### config.mk
export PLATFORM = sky130hd
export DESIGN_NAME = video_line_stream_decoder_unit
export DESIGN_NICKNAME = d
export VERILOG_FILES = /design/src/rtl/vlsd_pkg.sv /design/src/rtl/vlsd_front.sv /design/src/rtl/vlsd_queue.sv /design/src/rtl/vlsd_back.sv /design/src/rtl/video_line_stream_decoder_unit.sv
export SDC_FILE = /design/constraint.sdc
export NUM_CORES = 1
export LEC_CHECK = 0
export BUFFER_PORTS_ARGS = -buffer_cell sky130_fd_sc_hd__buf_4
export CELL_PAD_IN_SITES_DETAIL_PLACEMENT = 1
export CELL_PAD_IN_SITES_GLOBAL_PLACEMENT = 2
export CORE_ASPECT_RATIO = 1.25
export CORE_UTILIZATION = 40
export DETAILED_ROUTE_END_ITERATION = 12
export PLACE_DENSITY = 0.82
export SLEW_MARGIN = 15
export SYNTH_ARGS = -nofsm -noshare
export SYNTH_HDL_FRONTEND = slang
export SYNTH_SLANG_ARGS = --single-unit
### constraint.sdc
create_clock -name clk -period 4.1 [get_ports clk]
set_input_delay 0.205 -clock clk [delete_from_list [all_inputs] [get_ports clk]]
set_output_delay 0.205 -clock clk [all_outputs]
set_load 0.01 [all_outputs]
### src/rtl/vlsd_pkg.sv
`default_nettype none
package vlsd_pkg;

  localparam int unsigned QueueDepthDef = 4;

  localparam int unsigned CfgIdxW = 2;
  localparam logic [CfgIdxW-1:0] CFG_X_ORIGIN       = 2'd0;
  localparam logic [CfgIdxW-1:0] CFG_Y_ORIGIN       = 2'd1;
  localparam logic [CfgIdxW-1:0] CFG_RAW_LINE_WIDTH = 2'd2;

  localparam logic [7:0] X_ORIGIN_RST       = 8'd50;
  localparam logic [7:0] Y_ORIGIN_RST       = 8'd50;
  localparam logic [7:0] RAW_LINE_WIDTH_RST = 8'd200;

  localparam logic [7:0] HDR_RAW = 8'd0;
  localparam logic [7:0] HDR_RLE = 8'd1;

  typedef enum logic [1:0] {
    KIND_RUN       = 2'd0,
    KIND_FRAME_END = 2'd1,
    KIND_BAD_HDR   = 2'd2
  } kind_t;

  typedef enum logic [2:0] {
    PH_HEADER     = 3'd0,
    PH_RLE_ROW    = 3'd1,
    PH_RLE_LEN    = 3'd2,
    PH_RLE_COUNT  = 3'd3,
    PH_RLE_COLOUR = 3'd4,
    PH_RAW_ROW    = 3'd5,
    PH_RAW_PIXEL  = 3'd6
  } phase_t;

  typedef struct packed {
    kind_t       kind;
    logic [15:0] column;
    logic [7:0]  row;
    logic [7:0]  run_len;
    logic [7:0]  colour;
  } cmd_t;

  localparam int unsigned OutDataW = 48;

endpackage
`default_nettype wire

### src/rtl/vlsd_front.sv
`default_nettype none
module vlsd_front
  import vlsd_pkg::*;
(
  input  wire logic       clk,
  input  wire logic       rst_n,
  input  wire logic       fire,
  input  wire logic [7:0] data_byte,
  input  wire logic       buffer_last,
  input  wire logic [7:0] raw_line_width,
  output logic            cmd_valid,
  output cmd_t            cmd
);

  phase_t      phase_r, phase_nxt;
  logic [7:0]  row_r, row_nxt;
  logic [7:0]  rem_r, rem_nxt;
  logic [7:0]  pend_r, pend_nxt;
  logic [15:0] col_r, col_nxt;
  logic        start_r, start_nxt;
  logic        drop_r, drop_nxt;
  logic [7:0]  rem_dec;

  assign rem_dec = rem_r - 8'd1;

  // next phase
  always_comb begin
    phase_nxt = phase_r;
    if (fire && !drop_r) begin
      case (phase_r)
        PH_HEADER: begin
          if (data_byte == HDR_RLE) begin
            phase_nxt = PH_RLE_ROW;
          end else if (data_byte == HDR_RAW) begin
            phase_nxt = PH_RAW_ROW;
          end
        end
        PH_RLE_ROW:    phase_nxt = PH_RLE_LEN;
        PH_RLE_LEN:    phase_nxt = (data_byte == 8'd0) ? PH_HEADER : PH_RLE_COUNT;
        PH_RLE_COUNT:  phase_nxt = (rem_dec == 8'd0) ? PH_HEADER : PH_RLE_COLOUR;
        PH_RLE_COLOUR: phase_nxt = (rem_dec == 8'd0) ? PH_HEADER : PH_RLE_COUNT;
        PH_RAW_ROW: begin
          if ((data_byte == 8'd0 && !start_r) || raw_line_width == 8'd0) begin
            phase_nxt = PH_HEADER;
          end else begin
            phase_nxt = PH_RAW_PIXEL;
          end
        end
        PH_RAW_PIXEL:  phase_nxt = (rem_dec == 8'd0) ? PH_HEADER : PH_RAW_PIXEL;
        default:       phase_nxt = PH_HEADER;
      endcase
    end
  end

  // datapath and request outputs
  always_comb begin
    row_nxt   = row_r;
    rem_nxt   = rem_r;
    pend_nxt  = pend_r;
    col_nxt   = col_r;
    start_nxt = start_r;
    drop_nxt  = drop_r;
    cmd_valid = 1'b0;
    cmd       = '{kind: KIND_RUN, column: col_r, row: row_r, run_len: 8'd0,
                  colour: data_byte};
    if (fire) begin
      if (drop_r) begin
        if (buffer_last) begin
          drop_nxt  = 1'b0;
          start_nxt = 1'b1;
        end
      end else begin
        start_nxt = buffer_last;
        case (phase_r)
          PH_HEADER: begin
            if (data_byte == HDR_RAW) begin
              if (!buffer_last) start_nxt = start_r;
            end else if (data_byte != HDR_RLE) begin
              cmd_valid = 1'b1;
              cmd.kind  = KIND_BAD_HDR;
            end
          end
          PH_RLE_ROW: row_nxt = data_byte;
          PH_RLE_LEN: begin
            rem_nxt = data_byte;
            col_nxt = 16'd0;
          end
          PH_RLE_COUNT: begin
            pend_nxt = data_byte;
            rem_nxt  = rem_dec;
          end
          PH_RLE_COLOUR: begin
            rem_nxt = rem_dec;
            if (pend_r != 8'd0) begin
              cmd_valid   = 1'b1;
              cmd.run_len = pend_r;
              col_nxt     = col_r + 16'(pend_r);
            end
          end
          PH_RAW_ROW: begin
            if (data_byte == 8'd0 && !start_r) begin
              cmd_valid  = 1'b1;
              cmd.kind   = KIND_FRAME_END;
              cmd.colour = 8'd0;
              if (!buffer_last) drop_nxt = 1'b1;
            end else begin
              row_nxt = data_byte;
              col_nxt = 16'd0;
              rem_nxt = raw_line_width;
            end
          end
          PH_RAW_PIXEL: begin
            cmd_valid   = 1'b1;
            cmd.run_len = 8'd1;
            col_nxt     = col_r + 16'd1;
            rem_nxt     = rem_dec;
          end
          default: ;
        endcase
      end
    end
  end

  always_ff @(posedge clk) begin
    if (!rst_n) begin
      phase_r <= PH_HEADER;
      row_r   <= 8'd0;
      rem_r   <= 8'd0;
      pend_r  <= 8'd0;
      col_r   <= 16'd0;
      start_r <= 1'b1;
      drop_r  <= 1'b0;
    end else begin
      phase_r <= phase_nxt;
      row_r   <= row_nxt;
      rem_r   <= rem_nxt;
      pend_r  <= pend_nxt;
      col_r   <= col_nxt;
      start_r <= start_nxt;
      drop_r  <= drop_nxt;
    end
  end

endmodule
`default_nettype wire

### src/rtl/vlsd_queue.sv
`default_nettype none
module vlsd_queue
  import vlsd_pkg::*;
#(
  parameter int unsigned DEPTH = QueueDepthDef
) (
  input  wire logic clk,
  input  wire logic rst_n,
  input  wire logic push,
  input  wire cmd_t push_cmd,
  output logic      full,
  input  wire logic pop,
  output logic      head_valid,
  output cmd_t      head_cmd
);

  localparam int unsigned PtrW = (DEPTH > 1) ? $clog2(DEPTH) : 1;
  localparam int unsigned CntW = $clog2(DEPTH + 1);

  cmd_t            slot_r [DEPTH];
  logic [PtrW-1:0] wr_ptr_r, wr_ptr_nxt;
  logic [PtrW-1:0] rd_ptr_r, rd_ptr_nxt;
  logic [CntW-1:0] cnt_r, cnt_nxt;

  assign full       = (cnt_r == CntW'(DEPTH));
  assign head_valid = (cnt_r != '0);
  assign head_cmd   = slot_r[rd_ptr_r];

  always_comb begin
    wr_ptr_nxt = wr_ptr_r;
    rd_ptr_nxt = rd_ptr_r;
    cnt_nxt    = cnt_r;
    if (push) begin
      wr_ptr_nxt = (wr_ptr_r == PtrW'(DEPTH - 1)) ? '0 : wr_ptr_r + PtrW'(1);
    end
    if (pop) begin
      rd_ptr_nxt = (rd_ptr_r == PtrW'(DEPTH - 1)) ? '0 : rd_ptr_r + PtrW'(1);
    end
    if (push && !pop) begin
      cnt_nxt = cnt_r + CntW'(1);
    end else if (pop && !push) begin
      cnt_nxt = cnt_r - CntW'(1);
    end
  end

  always_ff @(posedge clk) begin
    if (!rst_n) begin
      wr_ptr_r <= '0;
      rd_ptr_r <= '0;
      cnt_r    <= '0;
    end else begin
      wr_ptr_r <= wr_ptr_nxt;
      rd_ptr_r <= rd_ptr_nxt;
      cnt_r    <= cnt_nxt;
    end
  end

  always_ff @(posedge clk) begin
    if (push) begin
      slot_r[wr_ptr_r] <= push_cmd;
    end
  end

endmodule
`default_nettype wire

### src/rtl/vlsd_back.sv
`default_nettype none
module vlsd_back
  import vlsd_pkg::*;
(
  input  wire logic                clk,
  input  wire logic                rst_n,
  input  wire logic                head_valid,
  input  wire cmd_t                head_cmd,
  output logic                     pop,
  input  wire logic [7:0]          x_origin,
  input  wire logic [7:0]          y_origin,
  output logic                     out_tvalid,
  input  wire logic                out_tready,
  output logic [OutDataW-1:0]      out_tdata,
  output logic [1:0]               out_tuser
);

  logic                valid_r, valid_nxt;
  logic [OutDataW-1:0] data_r, data_nxt;
  logic [1:0]          user_r, user_nxt;
  logic [15:0]         start_x;
  logic [8:0]          screen_y;

  assign pop = head_valid && (!valid_r || out_tready);

  always_comb begin
    start_x  = 16'd0;
    screen_y = 9'd0;
    if (head_cmd.kind == KIND_RUN) begin
      start_x  = head_cmd.column + 16'(x_origin);
      screen_y = 9'(head_cmd.row) + 9'(y_origin);
    end
  end

  always_comb begin
    valid_nxt = valid_r;
    data_nxt  = data_r;
    user_nxt  = user_r;
    if (pop) begin
      valid_nxt = 1'b1;
      data_nxt  = {7'd0, head_cmd.colour, head_cmd.run_len, screen_y, start_x};
      user_nxt  = head_cmd.kind;
    end else if (out_tready) begin
      valid_nxt = 1'b0;
    end
  end

  always_ff @(posedge clk) begin
    if (!rst_n) begin
      valid_r <= 1'b0;
    end else begin
      valid_r <= valid_nxt;
    end
  end

  always_ff @(posedge clk) begin
    data_r <= data_nxt;
    user_r <= user_nxt;
  end

  assign out_tvalid = valid_r;
  assign out_tdata  = data_r;
  assign out_tuser  = user_r;

endmodule
`default_nettype wire

### src/rtl/video_line_stream_decoder_unit.sv
// A result's command is written into the command queue at the edge accepting its byte, then registered to out_*.
// Throughput: one byte per cycle; in_tready drops only when the command queue
// between parser and output stage is full (QUEUE_DEPTH entries, output stalled).
// Reset (rst_n low, synchronous): parser back to header, queue and output emptied,
// x/y origin 50, raw line width 200.
`default_nettype none
module video_line_stream_decoder_unit
  import vlsd_pkg::*;
#(
  parameter int unsigned QUEUE_DEPTH = QueueDepthDef
) (
  input  wire logic                clk,
  input  wire logic                rst_n,
  input  wire logic                in_tvalid,
  output logic                     in_tready,
  input  wire logic [7:0]          in_tdata,   // [7:0] data_byte
  input  wire logic                in_tlast,
  output logic                     out_tvalid,
  input  wire logic                out_tready,
  // [15:0] start_x, [24:16] screen_y, [32:25] run_length, [40:33] pixel_colour
  output logic [OutDataW-1:0]      out_tdata,
  output logic [1:0]               out_tuser,  // [1:0] result_kind
  input  wire logic                cfg_valid,
  output logic                     cfg_ready,
  input  wire logic [CfgIdxW-1:0]  cfg_index,
  input  wire logic [7:0]          cfg_data
);

  logic [7:0] x_origin_r, y_origin_r, raw_w_r;
  logic       q_full, q_pop, q_valid, cmd_valid, fire;
  cmd_t       cmd, head_cmd;

  assign cfg_ready = 1'b1;
  assign in_tready = !q_full;
  assign fire      = in_tvalid && in_tready;

  always_ff @(posedge clk) begin
    if (!rst_n) begin
      x_origin_r <= X_ORIGIN_RST;
      y_origin_r <= Y_ORIGIN_RST;
      raw_w_r    <= RAW_LINE_WIDTH_RST;
    end else if (cfg_valid && cfg_ready) begin
      case (cfg_index)
        CFG_X_ORIGIN:       x_origin_r <= cfg_data;
        CFG_Y_ORIGIN:       y_origin_r <= cfg_data;
        CFG_RAW_LINE_WIDTH: raw_w_r    <= cfg_data;
        default: ;
      endcase
    end
  end

  vlsd_front u_front (
    .clk            (clk),
    .rst_n          (rst_n),
    .fire           (fire),
    .data_byte      (in_tdata),
    .buffer_last    (in_tlast),
    .raw_line_width (raw_w_r),
    .cmd_valid      (cmd_valid),
    .cmd            (cmd)
  );

  vlsd_queue #(
    .DEPTH (QUEUE_DEPTH)
  ) u_queue (
    .clk        (clk),
    .rst_n      (rst_n),
    .push       (cmd_valid),
    .push_cmd   (cmd),
    .full       (q_full),
    .pop        (q_pop),
    .head_valid (q_valid),
    .head_cmd   (head_cmd)
  );

  vlsd_back u_back (
    .clk        (clk),
    .rst_n      (rst_n),
    .head_valid (q_valid),
    .head_cmd   (head_cmd),
    .pop        (q_pop),
    .x_origin   (x_origin_r),
    .y_origin   (y_origin_r),
    .out_tvalid (out_tvalid),
    .out_tready (out_tready),
    .out_tdata  (out_tdata),
    .out_tuser  (out_tuser)
  );

endmodule
`default_nettype wire

**Word-level counts from Yosys, hierarchy flattened**

Memory sizes are Yosys's and may differ from the RTL's. A register that Yosys moved wholly into a read port is not among the register bits.
Index checks and enable logic that the tools add are counted.

- Register bits after elaboration: 120
- Latch bits: 0
- RAM bits: 168
- Bits in read-only memories: 0
- Output and inout bits: 53
- Memories: 1

Memory list:

| name | words | width | rd ports | clocked after Yosys merged registers in | wr ports | RTL line | source |
|---|---|---|---|---|---|---|---|
| u_queue.slot_r | 4 | 42 | 1 | 1 | 1 | vlsd_queue.sv:20 | `cmd_t slot_r [DEPTH];` |

- $add $sub $neg: 9
- $mul: 0
- Divide/modulo/power cells: 0
- Order comparisons: 0
- Equality and inequality tests: 16
- Shifts and indexed selects: 0
- Multiplexer cells: 52
- Bitwise operators: 1
- Reduce and logical (&&, ||, !) cells: 36

Operator list:

| kind | number |
|---|---|
| 16-bit two-way mux | 4 |
| 16-bit case mux with 4 select lines | 1 |
| 8-bit two-way mux | 5 |
| 16-bit by 8-bit adder with 16-bit output | 2 |
| 8-bit case mux with 2 select lines | 2 |
| 8-bit zero test | 3 |
| 8-bit case mux with 3 select lines | 1 |
| 3-bit two-way mux | 7 |
| 3-bit case mux with 7 select lines | 1 |
| 2-bit two-way mux | 10 |
| 1-bit two-way mux | 19 |
| 16-bit by 1-bit adder with 16-bit output (second input constant) | 1 |
| 3-bit == test (second input constant) | 4 |
| 8-bit by 8-bit adder with 9-bit output | 1 |
| 8-bit by 1-bit == test with 1-bit output (second input constant) | 1 |
| 8-bit by 1-bit inequality test with 1-bit output (second input constant) | 1 |
| 2-bit AND reduction | 4 |
| 4-bit AND reduction | 2 |
| 8-bit nonzero test | 1 |
| 8-bit by 1-bit subtractor with 8-bit output (second input constant) | 1 |
| 2-bit == test (second input constant) | 3 |
| 3-bit by 2-bit == test with 1-bit output (second input constant) | 2 |
| 1-bit logical AND | 6 |
| 1-bit zero test | 6 |
| other kinds (20) | 26 |

**Depth between registers and ports, before layout**

- Word-level depth: 10
- Depth in mapped cells: 12
- Gate-level depth less buffers: 10

**Modules after synthesis**

From an unflattened synthesis, not the netlist that was laid out.

- Cell total of the unflattened synthesis: 930
- Area total of the unflattened synthesis: 12814.8 um^2

Modules (own cells, without submodules):

| module | instances | cells each | area an instance (um^2) | seq. area each (um^2) |
|---|---|---|---|---|
| vlsd_queue | 1 | 264 | 6572.6 | 5225.0 |
| vlsd_front | 1 | 385 | 2987.9 | 900.9 |
| vlsd_back | 1 | 181 | 2274.7 | 1311.3 |
| video_line_stream_decoder_unit | 1 | 100 | 979.7 | 480.5 |

**Worst setup path before layout**

Ideal clock, no wire load.

- Path kind: register -> register
- From: register u_queue.cnt_r[0]
- To: register u_queue.cnt_r[2]
- Library setup time: 71 ps
- Arrival time: 3984 ps
- Required time: 4029 ps
- Path slack: 45 ps
- Stages on the path, launching flop included: 10
- Buffers on the path: 0
- Cells stage by stage: dfxtp_1 -> nor3_1 -> a21oi_1 -> inv_1 -> ha_1 -> inv_1 -> fa_1 -> xor2_1 -> or3_1 -> a21oi_1

- Elaborated cells between the ends (all ways): 15
- Classes of those cells: add/sub: 2; eq/ne: 1; mux: 3; reduce/logical: 9

RTL lines:

| element | RTL line | source |
|---|---|---|
| start, declared | vlsd_queue.sv:23 | `logic [CntW-1:0] cnt_r, cnt_nxt;` |
| start signal, assigned | vlsd_queue.sv:54 | `cnt_r <= cnt_nxt;` |
| 3-bit nonzero test * | vlsd_queue.sv:26 | `assign head_valid = (cnt_r != '0);` |
| 1-bit logical AND * | vlsd_back.sv:24 | `assign pop = head_valid && (!valid_r \|\| out_tready);` |
| net q_pop | video_line_stream_decoder_unit.sv:30 | `logic q_full, q_pop, q_valid, cmd_valid, fire;` |
| 1-bit zero test | vlsd_queue.sv:39 | `if (push && !pop) begin` |
| 1-bit logical AND | vlsd_queue.sv:39 |  |
| 3-bit two-way mux or 2-bit nonzero test (tied branches) | n/a |  |

Mark *: on every way through the listed nets, which the timed path passes. The rest lies on a longest branch. The select of a mux whose other input is x is not followed.
A chain may end at the register's enable or synchronous reset.

**Worst setup path in the final report**

- From: register u_front.phase_r[0]
- To: register u_queue.cnt_r[2]

- Cells in the longest elaborated chain, start to end: 7
- Elaborated cells between the ends (all ways): 12
- Classes of those cells: eq/ne: 3; mux: 4; reduce/logical: 5

RTL lines:

| element | RTL line | source |
|---|---|---|
| start, declared | vlsd_front.sv:15 | `phase_t phase_r, phase_nxt;` |
| start signal, assigned | vlsd_front.sv:134 | `phase_r <= phase_nxt;` |
| 3-bit == test or 3-bit zero test (tied branches) | vlsd_front.sv:74 | `case (phase_r)` |
| 1-bit case mux with 4 select lines * | vlsd_front.sv:74 |  |
| 1-bit two-way mux * | vlsd_front.sv:67 | `if (drop_r) begin` |
| 1-bit two-way mux * | vlsd_front.sv:66 | `if (fire) begin` |
| net cmd_valid | video_line_stream_decoder_unit.sv:30 |  |
| 1-bit zero test | vlsd_queue.sv:41 | `end else if (pop && !push) begin` |
| 1-bit logical AND | vlsd_queue.sv:41 |  |
| 2-bit nonzero test (no line) | n/a |  |

Mark *: on every way through the listed nets, which the timed path passes. The rest lies on a longest branch.

==> out/qor.csv <==
stage,metric,value,unit
setup_path,Critical Path RT,4.58,ns
die,I/O pins,77,
placed_design,HPWL after detailed placement,19400,um
setup_path,CP Data Arrival Time,3.68,ns
setup_path,Crit Reg-Reg Startpoint,u_front.phase_r[0],
status,outcome,completed,
synthesis,average cell area after synthesis,14.2,um2
synthesis,top cell type's share of synthesized area,49.9,%
cells_and_area,diode count,0,
die,FP Rows,72,
placed_design,RePlAce Congestion,0.808,
global_route,total track usage,18.0,%
pwr,worst vdd ir,0.000325,V
route,DRC Markers,0,
sta,Tcrit/Tclk final,78.1,%
clock_tree,root buffer cell,clkbuf_16,
setup_path,reg-to-reg endpoint,u_queue.cnt_r[2],
synthesis,Post-Syn Instances,891,
sta,final setup fails,0,
clock_tree,Skew-Pair Late Insertion Delay,0.57,ns
min_path,Hold Path End,x_origin_r[1],
synthesis,Post-synth top flop,edfxtp_1,
placed_design,cell total after placement,1335,
sta,Final Hold Fails,0,
clock_tree,CTS buffer count,29,
route,DRT Wirelength,28400,um
synthesis,"top cells by area, synth","edfxtp_1 (50%), dfxtp_1 (12%), mux4_2 (7.5%)",
setup_path,"Slowest-stage cell, CP",dfxtp_1,
sta,Setup Total Neg Slack,0,ns
setup_path,critical path class,reg2reg,
sta,RSZ-0062 raised after global routing,false,
setup_path,"critical path, cell by cell",and4bb_4 -> nand4_4 -> a31oi_4 -> ha_1 -> inv_1 -> fa_1 -> xor2_1 -> or3_1 -> a21oi_1,
global_route,antenna violations before repair,0,
clock_tree,hold_buf cts,25,
job,max-cap viol count,0,
pwr,Pleak,5.42,nW
cells_and_area,"non-filler cells, final",1414,
die,DIE AREA,32400,um2
sta,fmax,0.312,GHz
cells_and_area,fin nets,1044,
route,DR vias,7625,
sta,worst relative slew slack,38.9,%
die,core area,31100,um2
synthesis,most frequent cell after synthesis,edfxtp_1,
global_route,first-pass GRT wire length,45100,um
pwr,P per Cell Area,600,nW/um2
setup_path,"Largest delay share family, worst path",simple AND/OR/NAND/NOR gates,
die,Die W,161,um
synthesis,number of synthesis warnings,0,
setup_path,worst-case reg-to-reg path depth,9,
global_route,vias in the first global route,7943,
route,router iterations before antenna repair,5,
cells_and_area,area delta synth->final,16.2,%
route,Initial DRC Count,385,
min_path,hold crit path type,in2reg,
sta,Worst Skew,0.0148,ns
setup_path,CP Buf/Inv Count,1,
cells_and_area,fraction of layout cells with a size suffix above 1,19.9,%
synthesis,register area share after synthesis,62.4,%
min_path,hold path start,cfg_index[1],
clock_tree,TritonCTS clock tree,yes,
global_route,gr ovfl total,0,
placed_design,Port Buffers,68,
cells_and_area,Reg area,7920,um2
die,Die H,201,um
cells_and_area,Filler Cells Inserted,3130,
synthesis,cell type with the largest total area after synthesis,edfxtp_1,
cells_and_area,Multi-input gate area,4420,um2
sta,post-layout min period,3.20,ns
clock_tree,CTS max path bufs,3,
clock_tree,clock sink count,290,
setup_path,flop-to-flop setup slack,0.90,ns
min_path,Hold Path Cell Cnt,4,
clock_tree,clk slew on worst S/H paths,0.06,ns
synthesis,"EDFF count, synth",211,
setup_path,startpoint types,flop,
clock_tree,H-tree depth,1,
route,vias per cell,5.39,
setup_path,CP Capture Type,flop,
global_route,largest net degree at the start of global routing,47,
clock_tree,CTS resizes,0,
setup_path,Worst Path Max Fanout,25,
route,Avg WL per Cell,20.1,um
synthesis,Post-Syn Area,12700,um2
placed_design,"Cell Area, Placed",13600,um2
sta,Least-Margin Pin Slew,0.915,ns
synthesis,"FF+latch count, synth",290,
clock_tree,"Setup Fix Bufs, Post-CTS",0,
sta,final-report max-slew violation count,0,
synthesis,top post-synthesis cells by count,"edfxtp_1 (211), dfxtp_1 (79), nor2_1 (69)",
setup_path,CP peak stage delay,0.85,ns
cells_and_area,fin area,14700,um2
synthesis,post-synth cell types,81,
synthesis,Async SR Flop Fraction,0,%
route,Routed Antenna Nets,0,
die,Initial Util,40.8,%
## tightest hold or removal path, stage by stage
cell      delay [ns]
buf_4           0.09
nor3b_1         0.04
buf_4           0.17
o211ai_1        0.15
## through the flow
step                      power [mW]  utilization [%]  worst slack, ns  hold WS (ns)
after floorplan                 5.53                -           0.0455         0.330
after global placement          6.32             43.6            0.970         0.453
after detailed placement        6.38             43.6            0.930         0.468
after CTS                       8.97             47.4            0.899         0.122
after global routing            9.30             47.4            0.605         0.161
final                           8.85             47.4            0.899         0.145
## cells by family (layout without fill, tap and decap cells)
logic type               after synthesis  after routing  synth area share, %
XOR/XNOR                              16             16                 1.10
AND/OR/NAND/NOR                      240            240                 10.3
multiplexers                          99             99                 12.0
flip-flops                           290            290                 62.4
buffers and inverters                 78            188                 3.08
adder cells (fa/ha/maj)               36             36                 3.79
other                                  2              8               0.0592
AO/OA/AOI/OAI                        130            130                 7.31
## placed cells by master, fill, tap and decap left out, types with 4 or more instances in the layout
| cell | Yosys | routed |
|---|---|---|
| mux4_2 | 42 | 42 |
| ha_1 | 32 | 32 |
| nor4_1 | 4 | 4 |
| or4_1 | 8 | 8 |
| xnor2_1 | 5 | 5 |
| xor2_1 | 11 | 11 |
| o221ai_1 | 6 | 6 |
| nand3_1 | 13 | 13 |
| clkbuf_16 | 0 | 29 |
| nor2_1 | 69 | 69 |
| dlygate4sd3_1 | 0 | 25 |
| o21ai_0 | 21 | 21 |
| dfxtp_1 | 79 | 77 |
| nand2b_1 | 7 | 7 |
| mux2i_1 | 56 | 56 |
| clkinv_1 | 0 | 6 |
| nand4_1 | 5 | 5 |
| a21oi_1 | 30 | 29 |
| a211oi_1 | 5 | 5 |
| buf_4 | 10 | 82 |
| a21o_1 | 6 | 6 |
| conb_1 | 2 | 8 |
| inv_1 | 26 | 26 |
| o21ai_1 | 4 | 4 |
| and2_1 | 21 | 17 |
| edfxtp_1 | 211 | 211 |
| nor3_1 | 22 | 22 |
| or3_1 | 11 | 11 |
| nand2_1 | 43 | 43 |
| o211ai_1 | 6 | 6 |
| o31ai_1 | 8 | 8 |
| a31oi_1 | 4 | 4 |
| o22ai_1 | 5 | 5 |
| and2_2 | 0 | 4 |
| fa_1 | 4 | 4 |
| clkinv_2 | 0 | 7 |
| o21a_1 | 4 | 4 |
## metal layers
| metal | vias up | routed length [um] | track usage, % |
|---|---|---|---|
| met5 | - | 0 | 0 |
| met4 | 0 | 510 | 5.02 |
| met3 | 40 | 1160 | 2.62 |
| met2 | 162 | 14600 | 32.0 |
| met1 | 3842 | 12100 | 22.6 |
| li1 | 3581 | - | - |
## registers in the layout, summed over array words and instances (netlist names), named ones only
| name | cells |
|---|---|
| u_front.drop_r | 1 |
| y_origin_r | 8 |
| raw_w_r | 8 |
| u_back.out_tdata | 41 |
| u_front.rem_r | 8 |
| u_front.row_r | 8 |
| u_queue.cnt_r | 3 |
| u_front.start_r | 1 |
| u_queue.slot_r | 168 |
| u_back.out_tvalid | 1 |
| u_queue.wr_ptr_r | 2 |
| u_front.phase_r | 3 |
| u_front.pend_r | 8 |
| x_origin_r | 8 |
| u_back.out_tuser | 2 |
| u_queue.rd_ptr_r | 2 |
| u_front.col_r | 16 |
## report_power, final
part / leakage (nW) / total (mW) / internal (mW) / switching [mW]
logic: 2.29 / 2.39 / 1.08 / 1.31
registers: 2.67 / 3.91 / 3.72 / 0.193
clock network: 0.462 / 2.55 / 1.43 / 1.12
## worst max-delay path by stage
| stage | startpoint | endpoint | slack, ns | depth (start not counted) |
|---|---|---|---|---|
| 6_report | u_front.phase_r[0] | u_queue.cnt_r[2] | 0.90 | 9 |
| 5_1_grt | flop | u_back.out_tdata[14] | 0.61 | 9 |
| 4_1_cts | u_front.phase_r[0] | u_front.col_r[10] | 0.90 | 10 |
| 3_5_place_dp | u_front.phase_r[0] | u_front.col_r[10] | 0.93 | 10 |
| 3_3_place_gp | flop | u_back.out_tdata[10] | 0.97 | 9 |
| 2_1_floorplan | u_queue.cnt_r[0] | u_queue.cnt_r[2] | 0.05 | 9 |
## layout make-up
type                            count  area share, %
Sequential cell                   290           53.7
Multi-Input combinational cell    529           30.0
Timing Repair Buffer              107           5.87
Clock buffer                       35           5.28
Tap cell                          407           3.45
Clock inverter                     19           1.02
Inverter                           27          0.687
Power figures use the tool's default switching activity.
